--- src/rtl/two_queue_priority_scheduler_defines.svh ---
// Assertion macros for the two-queue priority scheduler.
// Included by the top level only; depends on nothing else.
`ifndef TWO_QUEUE_PRIORITY_SCHEDULER_DEFINES_SVH
`define TWO_QUEUE_PRIORITY_SCHEDULER_DEFINES_SVH

// The consequent must hold in the same cycle as the antecedent.
`define TQPS_ASSERT_SAME(label, clk, rst, ante, cons, msg) \
   label: assert property (@(posedge clk) disable iff (rst) (ante) |-> (cons)) \
      else $error(msg);

// The consequent must hold starting in the cycle after the antecedent.
`define TQPS_ASSERT_NEXT(label, clk, rst, ante, cons, msg) \
   label: assert property (@(posedge clk) disable iff (rst) (ante) |=> (cons)) \
      else $error(msg);

`endif

--- src/rtl/tqps_pkg.sv ---
// Shared types and constants of the two-queue priority scheduler.
// Used by every module of the block; depends on nothing.
`timescale 1ns / 1ps

package tqps_pkg;

   localparam int unsigned QueueDepthDefault = 16;
   localparam int unsigned IdWidth           = 16;
   localparam int unsigned TimeWidth         = 16;
   localparam int unsigned CountWidth        = 5;
   localparam int unsigned LimitWidth        = 5;
   localparam int unsigned FuncWidth         = 2;
   localparam int unsigned OutcomeWidth      = 3;

   localparam logic [LimitWidth-1:0] LimitReset = 5'd16;

   typedef enum logic [FuncWidth-1:0] {
      FUNC_HIGH_REQ = 2'd0,
      FUNC_LOW_REQ  = 2'd1,
      FUNC_SERVICE  = 2'd2
   } func_type;

   typedef enum logic [OutcomeWidth-1:0] {
      OUT_ACCEPTED    = 3'd0,
      OUT_REJECTED    = 3'd1,
      OUT_IDLE        = 3'd2,
      OUT_SERVED_HIGH = 3'd3,
      OUT_SERVED_LOW  = 3'd4
   } outcome_type;

   typedef enum logic {
      ST_IDLE,
      ST_EXEC
   } state_type;

   typedef struct packed {
      func_type func;
      logic     high_room;
      logic     low_room;
      logic     high_nonempty;
      logic     low_nonempty;
   } status_type;

   typedef struct packed {
      logic        capture;
      logic        push_high;
      logic        push_low;
      logic        pop_high;
      logic        pop_low;
      logic        respond;
      outcome_type outcome;
   } command_type;

endpackage

--- src/rtl/tqps_queue.sv ---
// One bounded FIFO of (id, arrival stamp) entries with a registered head read.
// Depends on tqps_pkg.
`timescale 1ns / 1ps

module tqps_queue #(
   parameter int unsigned QueueDepth = tqps_pkg::QueueDepthDefault
) (
   input  logic                             clock,
   input  logic                             reset,
   input  logic                             push,
   input  logic                             pop,
   input  logic [tqps_pkg::IdWidth-1:0]     push_id,
   input  logic [tqps_pkg::TimeWidth-1:0]   push_stamp,
   input  logic [tqps_pkg::LimitWidth-1:0]  limit,
   output logic [tqps_pkg::IdWidth-1:0]     head_id,
   output logic [tqps_pkg::TimeWidth-1:0]   head_stamp,
   output logic [tqps_pkg::CountWidth-1:0]  count_next,
   output logic                             has_room,
   output logic                             nonempty
);

   localparam int unsigned IndexWidth = (QueueDepth > 1) ? $clog2(QueueDepth) : 1;
   localparam int unsigned CntW       = tqps_pkg::CountWidth;
   localparam int unsigned LimW       = tqps_pkg::LimitWidth;
   localparam int unsigned EntryWidth = tqps_pkg::IdWidth + tqps_pkg::TimeWidth;
   localparam int unsigned CapValue   = (QueueDepth < 31) ? QueueDepth : 31;
   localparam logic [IndexWidth-1:0] LastIndex = IndexWidth'(QueueDepth - 1);
   localparam logic [LimW-1:0]       LimitCap  = LimW'(CapValue);

   logic [EntryWidth-1:0] entries_ff [QueueDepth];
   logic [EntryWidth-1:0] head_entry_ff;
   logic [IndexWidth-1:0] head_ff, head_in;
   logic [IndexWidth-1:0] tail_ff, tail_in;
   logic [CntW-1:0]       count_ff, count_in;
   logic [LimW-1:0]       eff_limit;

   // The head is read every cycle into a register, so the entry is ready in the
   // cycle after the head pointer settles.
   always_ff @(posedge clock) begin
      if (push) begin
         entries_ff[tail_ff] <= {push_id, push_stamp};
      end
      head_entry_ff <= entries_ff[head_ff];
   end

   always_ff @(posedge clock) begin
      if (reset) begin
         head_ff  <= '0;
         tail_ff  <= '0;
         count_ff <= '0;
      end else begin
         head_ff  <= head_in;
         tail_ff  <= tail_in;
         count_ff <= count_in;
      end
   end

   always_comb begin
      head_in  = head_ff;
      tail_in  = tail_ff;
      count_in = count_ff;
      if (push) begin
         tail_in  = (tail_ff == LastIndex) ? '0 : tail_ff + 1'b1;
         count_in = count_ff + 1'b1;
      end else if (pop) begin
         head_in  = (head_ff == LastIndex) ? '0 : head_ff + 1'b1;
         count_in = count_ff - 1'b1;
      end
   end

   assign eff_limit  = (limit > LimitCap) ? LimitCap : limit;
   assign has_room   = (count_ff < eff_limit);
   assign nonempty   = (count_ff != '0);
   assign count_next = count_in;
   assign head_id    = head_entry_ff[EntryWidth-1:tqps_pkg::TimeWidth];
   assign head_stamp = head_entry_ff[tqps_pkg::TimeWidth-1:0];

endmodule

--- src/rtl/tqps_datapath.sv ---
// Datapath: captured request, limit register, both queues and result registers.
// Depends on tqps_pkg and tqps_queue.
`timescale 1ns / 1ps

module tqps_datapath #(
   parameter int unsigned QueueDepth = tqps_pkg::QueueDepthDefault
) (
   input  logic                              clock,
   input  logic                              reset,
   input  tqps_pkg::command_type             cmd,
   output tqps_pkg::status_type              status,
   input  logic [tqps_pkg::FuncWidth-1:0]    req_func,
   input  logic [tqps_pkg::IdWidth-1:0]      req_plane_id,
   input  logic [tqps_pkg::TimeWidth-1:0]    req_time_now,
   input  logic                              csr_write_enable,
   input  logic [tqps_pkg::LimitWidth-1:0]   csr_write_data,
   output logic                              rsp_strobe,
   output logic [tqps_pkg::OutcomeWidth-1:0] rsp_outcome,
   output logic [tqps_pkg::IdWidth-1:0]      rsp_served_id,
   output logic [tqps_pkg::TimeWidth-1:0]    rsp_waited,
   output logic [tqps_pkg::CountWidth-1:0]   rsp_high_waiting,
   output logic [tqps_pkg::CountWidth-1:0]   rsp_low_waiting
);

   tqps_pkg::func_type                   func_ff;
   logic [tqps_pkg::IdWidth-1:0]         plane_id_ff;
   logic [tqps_pkg::TimeWidth-1:0]       time_now_ff;
   logic [tqps_pkg::LimitWidth-1:0]      queue_limit_ff;

   logic                                 rsp_strobe_ff;
   tqps_pkg::outcome_type                outcome_ff;
   logic [tqps_pkg::IdWidth-1:0]         served_id_ff, served_id_in;
   logic [tqps_pkg::TimeWidth-1:0]       waited_ff, waited_in;
   logic [tqps_pkg::CountWidth-1:0]      high_waiting_ff, low_waiting_ff;

   logic [tqps_pkg::IdWidth-1:0]         high_id, low_id;
   logic [tqps_pkg::TimeWidth-1:0]       high_stamp, low_stamp;
   logic [tqps_pkg::CountWidth-1:0]      high_count_next, low_count_next;
   logic                                 high_room, low_room;
   logic                                 high_nonempty, low_nonempty;

   always_ff @(posedge clock) begin
      if (cmd.capture) begin
         func_ff     <= tqps_pkg::func_type'(req_func);
         plane_id_ff <= req_plane_id;
         time_now_ff <= req_time_now;
      end
   end

   always_ff @(posedge clock) begin
      if (reset) begin
         queue_limit_ff <= tqps_pkg::LimitReset;
      end else if (csr_write_enable) begin
         queue_limit_ff <= csr_write_data;
      end
   end

   tqps_queue #(
      .QueueDepth (QueueDepth)
   ) u_high_queue (
      .clock      (clock),
      .reset      (reset),
      .push       (cmd.push_high),
      .pop        (cmd.pop_high),
      .push_id    (plane_id_ff),
      .push_stamp (time_now_ff),
      .limit      (queue_limit_ff),
      .head_id    (high_id),
      .head_stamp (high_stamp),
      .count_next (high_count_next),
      .has_room   (high_room),
      .nonempty   (high_nonempty)
   );

   tqps_queue #(
      .QueueDepth (QueueDepth)
   ) u_low_queue (
      .clock      (clock),
      .reset      (reset),
      .push       (cmd.push_low),
      .pop        (cmd.pop_low),
      .push_id    (plane_id_ff),
      .push_stamp (time_now_ff),
      .limit      (queue_limit_ff),
      .head_id    (low_id),
      .head_stamp (low_stamp),
      .count_next (low_count_next),
      .has_room   (low_room),
      .nonempty   (low_nonempty)
   );

   always_comb begin
      status.func          = func_ff;
      status.high_room     = high_room;
      status.low_room      = low_room;
      status.high_nonempty = high_nonempty;
      status.low_nonempty  = low_nonempty;
   end

   // Nothing served means the id and waiting time both report zero.
   always_comb begin
      served_id_in = '0;
      waited_in    = '0;
      priority if (cmd.pop_high) begin
         served_id_in = high_id;
         waited_in    = time_now_ff - high_stamp;
      end else if (cmd.pop_low) begin
         served_id_in = low_id;
         waited_in    = time_now_ff - low_stamp;
      end
   end

   always_ff @(posedge clock) begin
      if (reset) begin
         rsp_strobe_ff <= 1'b0;
      end else begin
         rsp_strobe_ff <= cmd.respond;
      end
   end

   always_ff @(posedge clock) begin
      if (cmd.respond) begin
         outcome_ff      <= cmd.outcome;
         served_id_ff    <= served_id_in;
         waited_ff       <= waited_in;
         high_waiting_ff <= high_count_next;
         low_waiting_ff  <= low_count_next;
      end
   end

   assign rsp_strobe       = rsp_strobe_ff;
   assign rsp_outcome      = outcome_ff;
   assign rsp_served_id    = served_id_ff;
   assign rsp_waited       = waited_ff;
   assign rsp_high_waiting = high_waiting_ff;
   assign rsp_low_waiting  = low_waiting_ff;

endmodule

--- src/rtl/tqps_ctrl.sv ---
// Controller: accepts a transaction, then decides push, pop or idle from status.
// Depends on tqps_pkg.
`timescale 1ns / 1ps

module tqps_ctrl (
   input  logic                  clock,
   input  logic                  reset,
   input  logic                  start,
   output logic                  busy,
   input  tqps_pkg::status_type  status,
   output tqps_pkg::command_type cmd
);

   tqps_pkg::state_type state_ff, state_in;

   always_ff @(posedge clock) begin
      if (reset) begin
         state_ff <= tqps_pkg::ST_IDLE;
      end else begin
         state_ff <= state_in;
      end
   end

   always_comb begin
      state_in    = state_ff;
      cmd         = '0;
      cmd.outcome = tqps_pkg::OUT_IDLE;
      unique case (state_ff)
         tqps_pkg::ST_IDLE: begin
            cmd.capture = start;
            if (start) begin
               state_in = tqps_pkg::ST_EXEC;
            end
         end
         tqps_pkg::ST_EXEC: begin
            cmd.respond = 1'b1;
            state_in    = tqps_pkg::ST_IDLE;
            unique case (status.func)
               tqps_pkg::FUNC_HIGH_REQ: begin
                  cmd.push_high = status.high_room;
                  cmd.outcome   = status.high_room ? tqps_pkg::OUT_ACCEPTED
                                                   : tqps_pkg::OUT_REJECTED;
               end
               tqps_pkg::FUNC_LOW_REQ: begin
                  cmd.push_low = status.low_room;
                  cmd.outcome  = status.low_room ? tqps_pkg::OUT_ACCEPTED
                                                 : tqps_pkg::OUT_REJECTED;
               end
               tqps_pkg::FUNC_SERVICE: begin
                  // Strict priority: the low queue is served only when the
                  // high queue is empty.
                  if (status.high_nonempty) begin
                     cmd.pop_high = 1'b1;
                     cmd.outcome  = tqps_pkg::OUT_SERVED_HIGH;
                  end else if (status.low_nonempty) begin
                     cmd.pop_low = 1'b1;
                     cmd.outcome = tqps_pkg::OUT_SERVED_LOW;
                  end
               end
               default: begin
                  cmd.outcome = tqps_pkg::OUT_IDLE;
               end
            endcase
         end
         default: begin
            state_in = tqps_pkg::ST_IDLE;
         end
      endcase
   end

   assign busy = (state_ff == tqps_pkg::ST_EXEC);

endmodule

--- src/rtl/two_queue_priority_scheduler.sv ---
// Two-queue strict-priority scheduler with a per-queue occupancy limit.
// Users drive start with req_func, req_plane_id and req_time_now; a transaction
// is taken at a clock edge where start is high and busy is low.
// Each transaction produces exactly one result, shown on the rsp_ ports for
// one cycle with rsp_strobe high. The receiver cannot hold results off.
// After the accepting edge the controller enters its execute state, which
// loads the result registers; rsp_strobe is registered from that state.
// No new transaction is taken while busy. The accepting cycle captures the
// request while the head of each queue memory is read into a register; the
// execute state decides, updates the queue pointers, writes the tail entry
// and loads the result registers. busy is high only in the execute state, so
// the next one can be taken in the same cycle the previous result is strobed.
// Users must write the limit register (csr_write_enable, csr_write_data) only
// while no transaction is in flight; the block does not enforce this. The limit
// bounds each queue independently. Reset (synchronous, active high) empties both
// queues, sets the limit to 16 and clears the strobe; queue memory contents are not cleared.
`timescale 1ns / 1ps
`include "two_queue_priority_scheduler_defines.svh"

module two_queue_priority_scheduler #(
   parameter int unsigned QUEUE_DEPTH = tqps_pkg::QueueDepthDefault
) (
   input  logic                              clock,
   input  logic                              reset,
   input  logic                              start,
   output logic                              busy,
   input  logic [tqps_pkg::FuncWidth-1:0]    req_func,
   input  logic [tqps_pkg::IdWidth-1:0]      req_plane_id,
   input  logic [tqps_pkg::TimeWidth-1:0]    req_time_now,
   input  logic                              csr_write_enable,
   input  logic [tqps_pkg::LimitWidth-1:0]   csr_write_data,
   output logic                              rsp_strobe,
   output logic [tqps_pkg::OutcomeWidth-1:0] rsp_outcome,
   output logic [tqps_pkg::IdWidth-1:0]      rsp_served_id,
   output logic [tqps_pkg::TimeWidth-1:0]    rsp_waited,
   output logic [tqps_pkg::CountWidth-1:0]   rsp_high_waiting,
   output logic [tqps_pkg::CountWidth-1:0]   rsp_low_waiting
);

   tqps_pkg::command_type cmd;
   tqps_pkg::status_type  status;

   tqps_ctrl u_ctrl (
      .clock  (clock),
      .reset  (reset),
      .start  (start),
      .busy   (busy),
      .status (status),
      .cmd    (cmd)
   );

   tqps_datapath #(
      .QueueDepth (QUEUE_DEPTH)
   ) u_datapath (
      .clock            (clock),
      .reset            (reset),
      .cmd              (cmd),
      .status           (status),
      .req_func         (req_func),
      .req_plane_id     (req_plane_id),
      .req_time_now     (req_time_now),
      .csr_write_enable (csr_write_enable),
      .csr_write_data   (csr_write_data),
      .rsp_strobe       (rsp_strobe),
      .rsp_outcome      (rsp_outcome),
      .rsp_served_id    (rsp_served_id),
      .rsp_waited       (rsp_waited),
      .rsp_high_waiting (rsp_high_waiting),
      .rsp_low_waiting  (rsp_low_waiting)
   );

   `TQPS_ASSERT_NEXT(a_accept_sets_busy, clock, reset, start && !busy, busy, "busy did not follow an accepted transaction")
   `TQPS_ASSERT_NEXT(a_accept_gives_result, clock, reset, start && !busy, ##1 rsp_strobe, "no result two cycles after acceptance")
   `TQPS_ASSERT_SAME(a_strobe_when_free, clock, reset, rsp_strobe, !busy, "result strobed while still busy")
   `TQPS_ASSERT_SAME(a_unserved_zero, clock, reset, rsp_strobe && (rsp_outcome == tqps_pkg::OUT_ACCEPTED || rsp_outcome == tqps_pkg::OUT_REJECTED || rsp_outcome == tqps_pkg::OUT_IDLE), rsp_served_id == '0 && rsp_waited == '0, "unserved result carries an id or waiting time")

endmodule
--- config.mk ---
export PLATFORM = sky130hd
export DESIGN_NAME = two_queue_priority_scheduler
export DESIGN_NICKNAME = d
export VERILOG_FILES = /design/src/rtl/tqps_pkg.sv /design/src/rtl/tqps_queue.sv /design/src/rtl/tqps_datapath.sv /design/src/rtl/tqps_ctrl.sv /design/src/rtl/two_queue_priority_scheduler.sv
export VERILOG_INCLUDE_DIRS = /design/src /design/src/rtl
export SDC_FILE = /design/constraint.sdc
export NUM_CORES = 1
export LEC_CHECK = 0
export ABC_AREA = 1
export BUFFER_PORTS_ARGS = -buffer_cell sky130_fd_sc_hd__buf_2
export CELL_PAD_IN_SITES_DETAIL_PLACEMENT = 0
export CELL_PAD_IN_SITES_GLOBAL_PLACEMENT = 1
export CORE_ASPECT_RATIO = 0.9
export CORE_UTILIZATION = 45
export CTS_BUF_LIST = sky130_fd_sc_hd__clkbuf_2 sky130_fd_sc_hd__clkbuf_4 sky130_fd_sc_hd__clkbuf_8
export DETAILED_ROUTE_END_ITERATION = 7
export PLACE_DENSITY = 0.74
export SETUP_SLACK_MARGIN = 0.1
export SYNTH_ARGS = -nofsm -noshare
export SYNTH_HDL_FRONTEND = slang
export SYNTH_SLANG_ARGS = --single-unit
--- constraint.sdc ---
create_clock -name clock -period 7.6 [get_ports clock]
set_input_delay 0.76 -clock clock [delete_from_list [all_inputs] [get_ports clock]]
set_output_delay 0.76 -clock clock [all_outputs]
set_load 0.005 [all_outputs]
# == Word-level counts from Yosys, hierarchy flattened ==
# Memories as Yosys holds them, arrays and structs flattened. A register that Yosys moved wholly into a read port is not among the register bits.
# Index checks and enable logic that the tools add are counted.
# Widths: inputs -> output; s select.
# totals
register_bits,112
ramBits,1024
input_bits,43
output_inout_bits,47
wordCells,78
mem_count,2
# classes
addsub,10
n_lt_le_gt_ge,3
n_eq_ne,6
n_mux,32
n_bitwise,3
reduce_logical,5
# memory_table
memory,words,width,rd,rd_clocked_by_memory_dff,wr,line,rtl
u_datapath.u_high_queue.entries_ff,16,32,1,1,1,tqps_queue.sv:30,logic [EntryWidth-1:0] entries_ff [QueueDepth];
u_datapath.u_low_queue.entries_ff,16,32,1,1,1,tqps_queue.sv:30,
# op_table
op,n
$mux 16,4
$sub 16x16->16,2
$mux 5,5
$add 4x1->4 const B,4
$eq 4x4->1 const B,4
$mux 4,4
$mux 1,13
$add 5x1->5 const B,2
$lt 5x5->1,2
$reduce_bool 5->1,2
$sub 5x1->5 const B,2
$pmux 3 s3,1
$mux 8,1
$mux 3,2
$gt 5x5->1 const B,1
$reduce_and 2->1,2
$not 1->1,3
$eq 2x1->1 const B,1
$eq 2x2->1 const B,1
$logic_not 2->1,1
$mux 2,1
$pmux 1 s2,1

# == Longest topological paths before layout ==
# logic_depth
word_depth,8
depth_mapped,13

# == Hierarchy ==
# From an unflattened synthesis, not the netlist that was laid out.
# hier_totals
hier_cells,5310
area_unflattened_um2,52616.7
# by_module_without_submodules
mod,n_inst,cells_per_inst,area_per_inst_um2,seq_area_each_um2
tqps_queue at u_datapath.u_low_queue,1,2361,23797.8,16275.6
tqps_queue at u_datapath.u_high_queue,1,2361,23761.5,16275.6
tqps_datapath,1,559,4907.2,2492.4
tqps_ctrl,1,29,150.1,20.0

# == Least setup slack after synthesis ==
# OpenSTA, ideal clock, no wires.
# synth_timing
path_kind,flip-flop to flip-flop
start,register u_ctrl.state_ff (netlist: u_ctrl.busy)
end,"memory u_datapath.u_high_queue.entries_ff[10][0] in the netlist's numbering, enable pin"
arrival_ps,4742
required_time_ps,7139
slack_ps,2397
path_stages_with_launch,6
path_buffers,1
cell_sequence,dfxtp_1 -> inv_1 -> nor3_4 -> nand3_4 -> buf_2 -> nor3_1
# synth_between
elab_chain_len,3
# synth_rtl
item,line,rtl
start: declaration,tqps_ctrl.sv:14,"tqps_pkg::state_type state_ff, state_in;"
start signal: assignment,tqps_ctrl.sv:18,state_ff <= tqps_pkg::ST_IDLE;
start signal: assignment,tqps_ctrl.sv:20,state_ff <= state_in;
$mux 8,tqps_ctrl.sv:28,unique case (state_ff)
$mux 1,tqps_queue.sv:40,if (push) begin
$mux 1 (implied by the code),tqps_queue.sv:41,"entries_ff[tail_ff] <= {push_id, push_stamp};"
end: declaration,tqps_queue.sv:30,
# Every way passes these cells.

# == Worst setup path after layout ==
# layout_timing
start,register u_datapath.queue_limit_ff[0] in the netlist's numbering
end,"memory u_datapath.u_high_queue.entries_ff[12][29] in the netlist's numbering, enable pin"
# layout_between
elab_chain_len,7
# layout_rtl
item,line,rtl
start: declaration,tqps_datapath.sv:28,logic [tqps_pkg::LimitWidth-1:0] queue_limit_ff;
start signal: assignment,tqps_datapath.sv:52,queue_limit_ff <= tqps_pkg::LimitReset;
start signal: assignment,tqps_datapath.sv:54,queue_limit_ff <= csr_write_data;
$gt 5x5->1,tqps_queue.sv:71,assign eff_limit = (limit > LimitCap) ? LimitCap : limit;
$mux 5 *,tqps_queue.sv:71,
$lt 5x5->1 *,tqps_queue.sv:72,assign has_room = (count_ff < eff_limit);
$mux 1 *,tqps_ctrl.sv:38,unique case (status.func)
$mux 8 *,tqps_ctrl.sv:28,
$mux 1 *,tqps_queue.sv:40,
$mux 1 (implied by the code) *,tqps_queue.sv:41,
# Every way passes the cells marked *; elsewhere a longest branch is shown, timed or not.

==> flow_summary.ini <==
[run_status]
status = completed

[synthesis]
synth-edff-count = 1103
seq_area_frac_synth_pct = 73.6
async_flop_share_pct = 0
avgSynthCellArea_um2 = 12.7
yosysUniqueCellTypes = 45
ys_ff_latch = 1200
syn_nets = 3851
synth_area_um2 = 47700
ys.warnings.count = 0
ys.flop_type = edfxtp_1
syn_inst = 3754

[drt]
vias = 30500
firstDrtPassIters = 6
post_drt_wl_per_cell_um = 22.6
first_iter_violations = 3299
viasPerCell = 5.62
wl_mm = 123
drc = 0
ant_nets = 0

[timing]
final_max_slew_viol_count = 0
maxSlewHeadroom_pct = 11.1
min_period_ns = 3.76
fin_crit_sh_pct = 49.4
tightest_slew_ns = 1.33
fmax_mhz = 266
hold_viol_final = 0
tns_ns = 0
rsz0062_at_grt = false
finalSetupViolCount = 0
setup_ws_ns = 3.84
finalClockSkew_ns = 0.0654

[worst_setup_path]
worst-path-max-fanout = 25
startpoint_type = register
timing.rr.start = u_datapath.queue_limit_ff[0]
crit_path_end_kind = register
rrSetupSlack_ns = 3.84
rr_worst_depth = 10
crit_type = reg -> reg
cp.arrival_ns = 4.26
r2r-end = u_datapath.u_high_queue.entries_ff[12][29]
worstPathRequired_ns = 8.11

[global_routing]
antenna_found_initial = 1
grt_pass1_wl_mm = 183
grt.overflow.total = 0
grt_pass1_vias = 28800
grt_max_degree = 189
grt_use_total_pct = 22.6

[hold_path]
holdPathEnd = u_datapath.plane_id_ff[14]
hp-class = in -> reg
hp-start = req_plane_id[14]
min_path_cells = 1

[placed_design]
placed_cell_area_um2 = 49600
port_buffers = 89
place_congestion = 0.852
dp.cells = 5068
dp_hpwl_mm = 66.5
dp_slack_ns = 3.88

[flow_run]
drv_cap = 0

[floorplanning]
core-area_um2 = 104000
num_io_pins = 90
initial_core_util_pct = 45.7
die-area_um2 = 107000
rows = 112
die_w_um = 345
fp.dieH_um = 311

[clock_network]
clk_pin_slew_ns = 0.07
cts_buffer_depth = 3
cts_tree = yes
cts_max_level = 4
numClockSinks = 1200
postCtsResizedCells = 0
clk-insertion-delay-late_ns = 0.87
cts_buffers = 188
cts_root_buffer = clkbuf_8

[power]
p_per_area_nw_per_um2 = 245
total_power_uw = 13100
irDropWorstVdd_mv = 0.166
power.leakage_uw = 0.0186

[cells_and_area]
drive_gt1_share_pct = 13.0
nNetsFinal = 4006
fin_cells = 5432
syn_to_final_growth_pct = 12.3
fin_area_um2 = 53500
[flip-flops by register name, summed over array words and instances (netlist names), 5 cells and up]
| register | flops |
|---|---|
| u_datapath.rsp_high_waiting | 5 |
| u_datapath.u_low_queue.head_entry_ff | 32 |
| u_datapath.u_high_queue.head_entry_ff | 32 |
| u_datapath.u_high_queue.entries_ff | 512 |
| u_datapath.plane_id_ff | 16 |
| u_datapath.rsp_low_waiting | 5 |
| u_datapath.rsp_waited | 16 |
| u_datapath.u_high_queue.count_ff | 5 |
| u_datapath.queue_limit_ff | 5 |
| u_datapath.u_low_queue.entries_ff | 512 |
| u_datapath.u_low_queue.count_ff | 5 |
| u_datapath.time_now_ff | 16 |
| u_datapath.rsp_served_id | 16 |
[cell type report]
type / count / area (um^2)
clock inverter: 89 / 567
timing repair buffer: 187 / 1240
fill: 8959 / 50800
clock buffer: 255 / 3130
antenna: 1 / 2.50
tap: 1368 / 1710
inverter: 147 / 566
sequential: 1200 / 35100
multi-input combinational: 2185 / 11200
[cells by family after synthesis]
family                     synth area share, %
adders and majority gates                 1.45
buffers and inverters                     3.34
and+or+nand+nor                           10.6
AOI/OAI and AO/OA                         10.7
DFF                                       73.6
xor gates and xnor gates                 0.368
[cell usage after synthesis (2+ instances only)]
master	n	share of area, %
dfxtp_1	97	4.1
ha_1	52	1.4
nand3_4	3	0.11
edfxtp_1	1103	69
nor2_1	626	4.9
a21oi_1	43	0.45
buf_6	11	0.26
a22o_1	16	0.29
nand3b_1	9	0.14
and2_1	2	0.026
o211ai_1	50	0.79
nand4_1	20	0.26
nand2_2	4	0.052
clkbuf_1	131	1.0
xnor2_1	9	0.17
nor3_1	35	0.37
o21ai_0	542	5.7
nor3_4	2	0.068
fa_1	2	0.084
clkinv_1	2	0.016
nand3_1	153	1.6
nand2_1	359	2.8
xor2_1	11	0.20
buf_4	12	0.19
inv_1	139	1.1
nor2_4	2	0.047
o21ai_1	24	0.25
o22ai_1	130	1.7
o21a_1	2	0.031
buf_1	7	0.055
or2_2	3	0.039
o221ai_1	78	1.4
buf_2	59	0.62
inv_2	5	0.039
[how the worst max path moves through the flow]
| stage | from | end | depth (start not counted) |
|---|---|---|---|
| floorplan | u_ctrl.busy | u_datapath.u_high_queue.entries_ff[10][0] | 5 |
| finish | u_datapath.queue_limit_ff[0] | u_datapath.u_high_queue.entries_ff[12][29] | 10 |
| detailed placement | u_datapath.queue_limit_ff[0] | u_datapath.u_high_queue.entries_ff[12][21] | 10 |
| global route | u_datapath.queue_limit_ff[0] | u_datapath.u_high_queue.entries_ff[12][29] | 10 |
| CTS | u_datapath.queue_limit_ff[0] | u_datapath.u_high_queue.entries_ff[12][2] | 10 |
| global placement | u_datapath.queue_limit_ff[1] | u_datapath.u_high_queue.entries_ff[12][21] | 10 |
[power breakdown]
part	total [uW]	leakage [uW]	switching, uW	internal, uW
clock network	5330	0.00197	2580	2750
logic	443	0.00580	316	127
registers	7330	0.0108	66.9	7260
total	13100	0.0186	2960	10100
[layout by cell type, fill, tap and decap left out, types with 78 or more instances in the layout]
cell,n
dfxtp_1,90
o221ai_1,78
inv_1,138
nor2_1,617
o21ai_0,542
o22ai_1,130
edfxtp_1,1103
buf_4,78
nand2_1,359
buf_2,89
clkbuf_8,195
nand3_1,153
[layer usage]
layer	routed length (um)	GRT usage, %	vias to the layer above
met5	0	0	-
met4	2480	6.62	0
met3	10700	4.53	177
met2	54200	33.3	1313
met1	55400	33.7	15000
li1	-	-	14100
[worst max-delay path: stages (launching register included)]
cell and delay (ns):
dfxtp_1 0.33, nor2_1 0.10, nand2_1 0.06, nand2_1 0.10
nand2_1 0.10, ha_1 0.29, a21oi_1 0.15, o21a_1 0.36
nand3_4 0.40, nor3_2 0.93, buf_4 0.51
[through the flow]
stage	utilization, %	hold WS [ns]
after floorplan	-	0.486
after global placement	47.6	0.527
after detailed placement	47.6	0.509
after CTS	51.3	0.00137
after global routing	51.3	0.0276
final	51.3	0.0816
[repair_timing]
action                                  CTS  global route
setup buffers                             0             0
endpoints found under the hold margin    19             0
endpoints found under the setup margin    0             0
hold buffers                             19             0
Note: power is estimated with default switching activity, not from simulation.
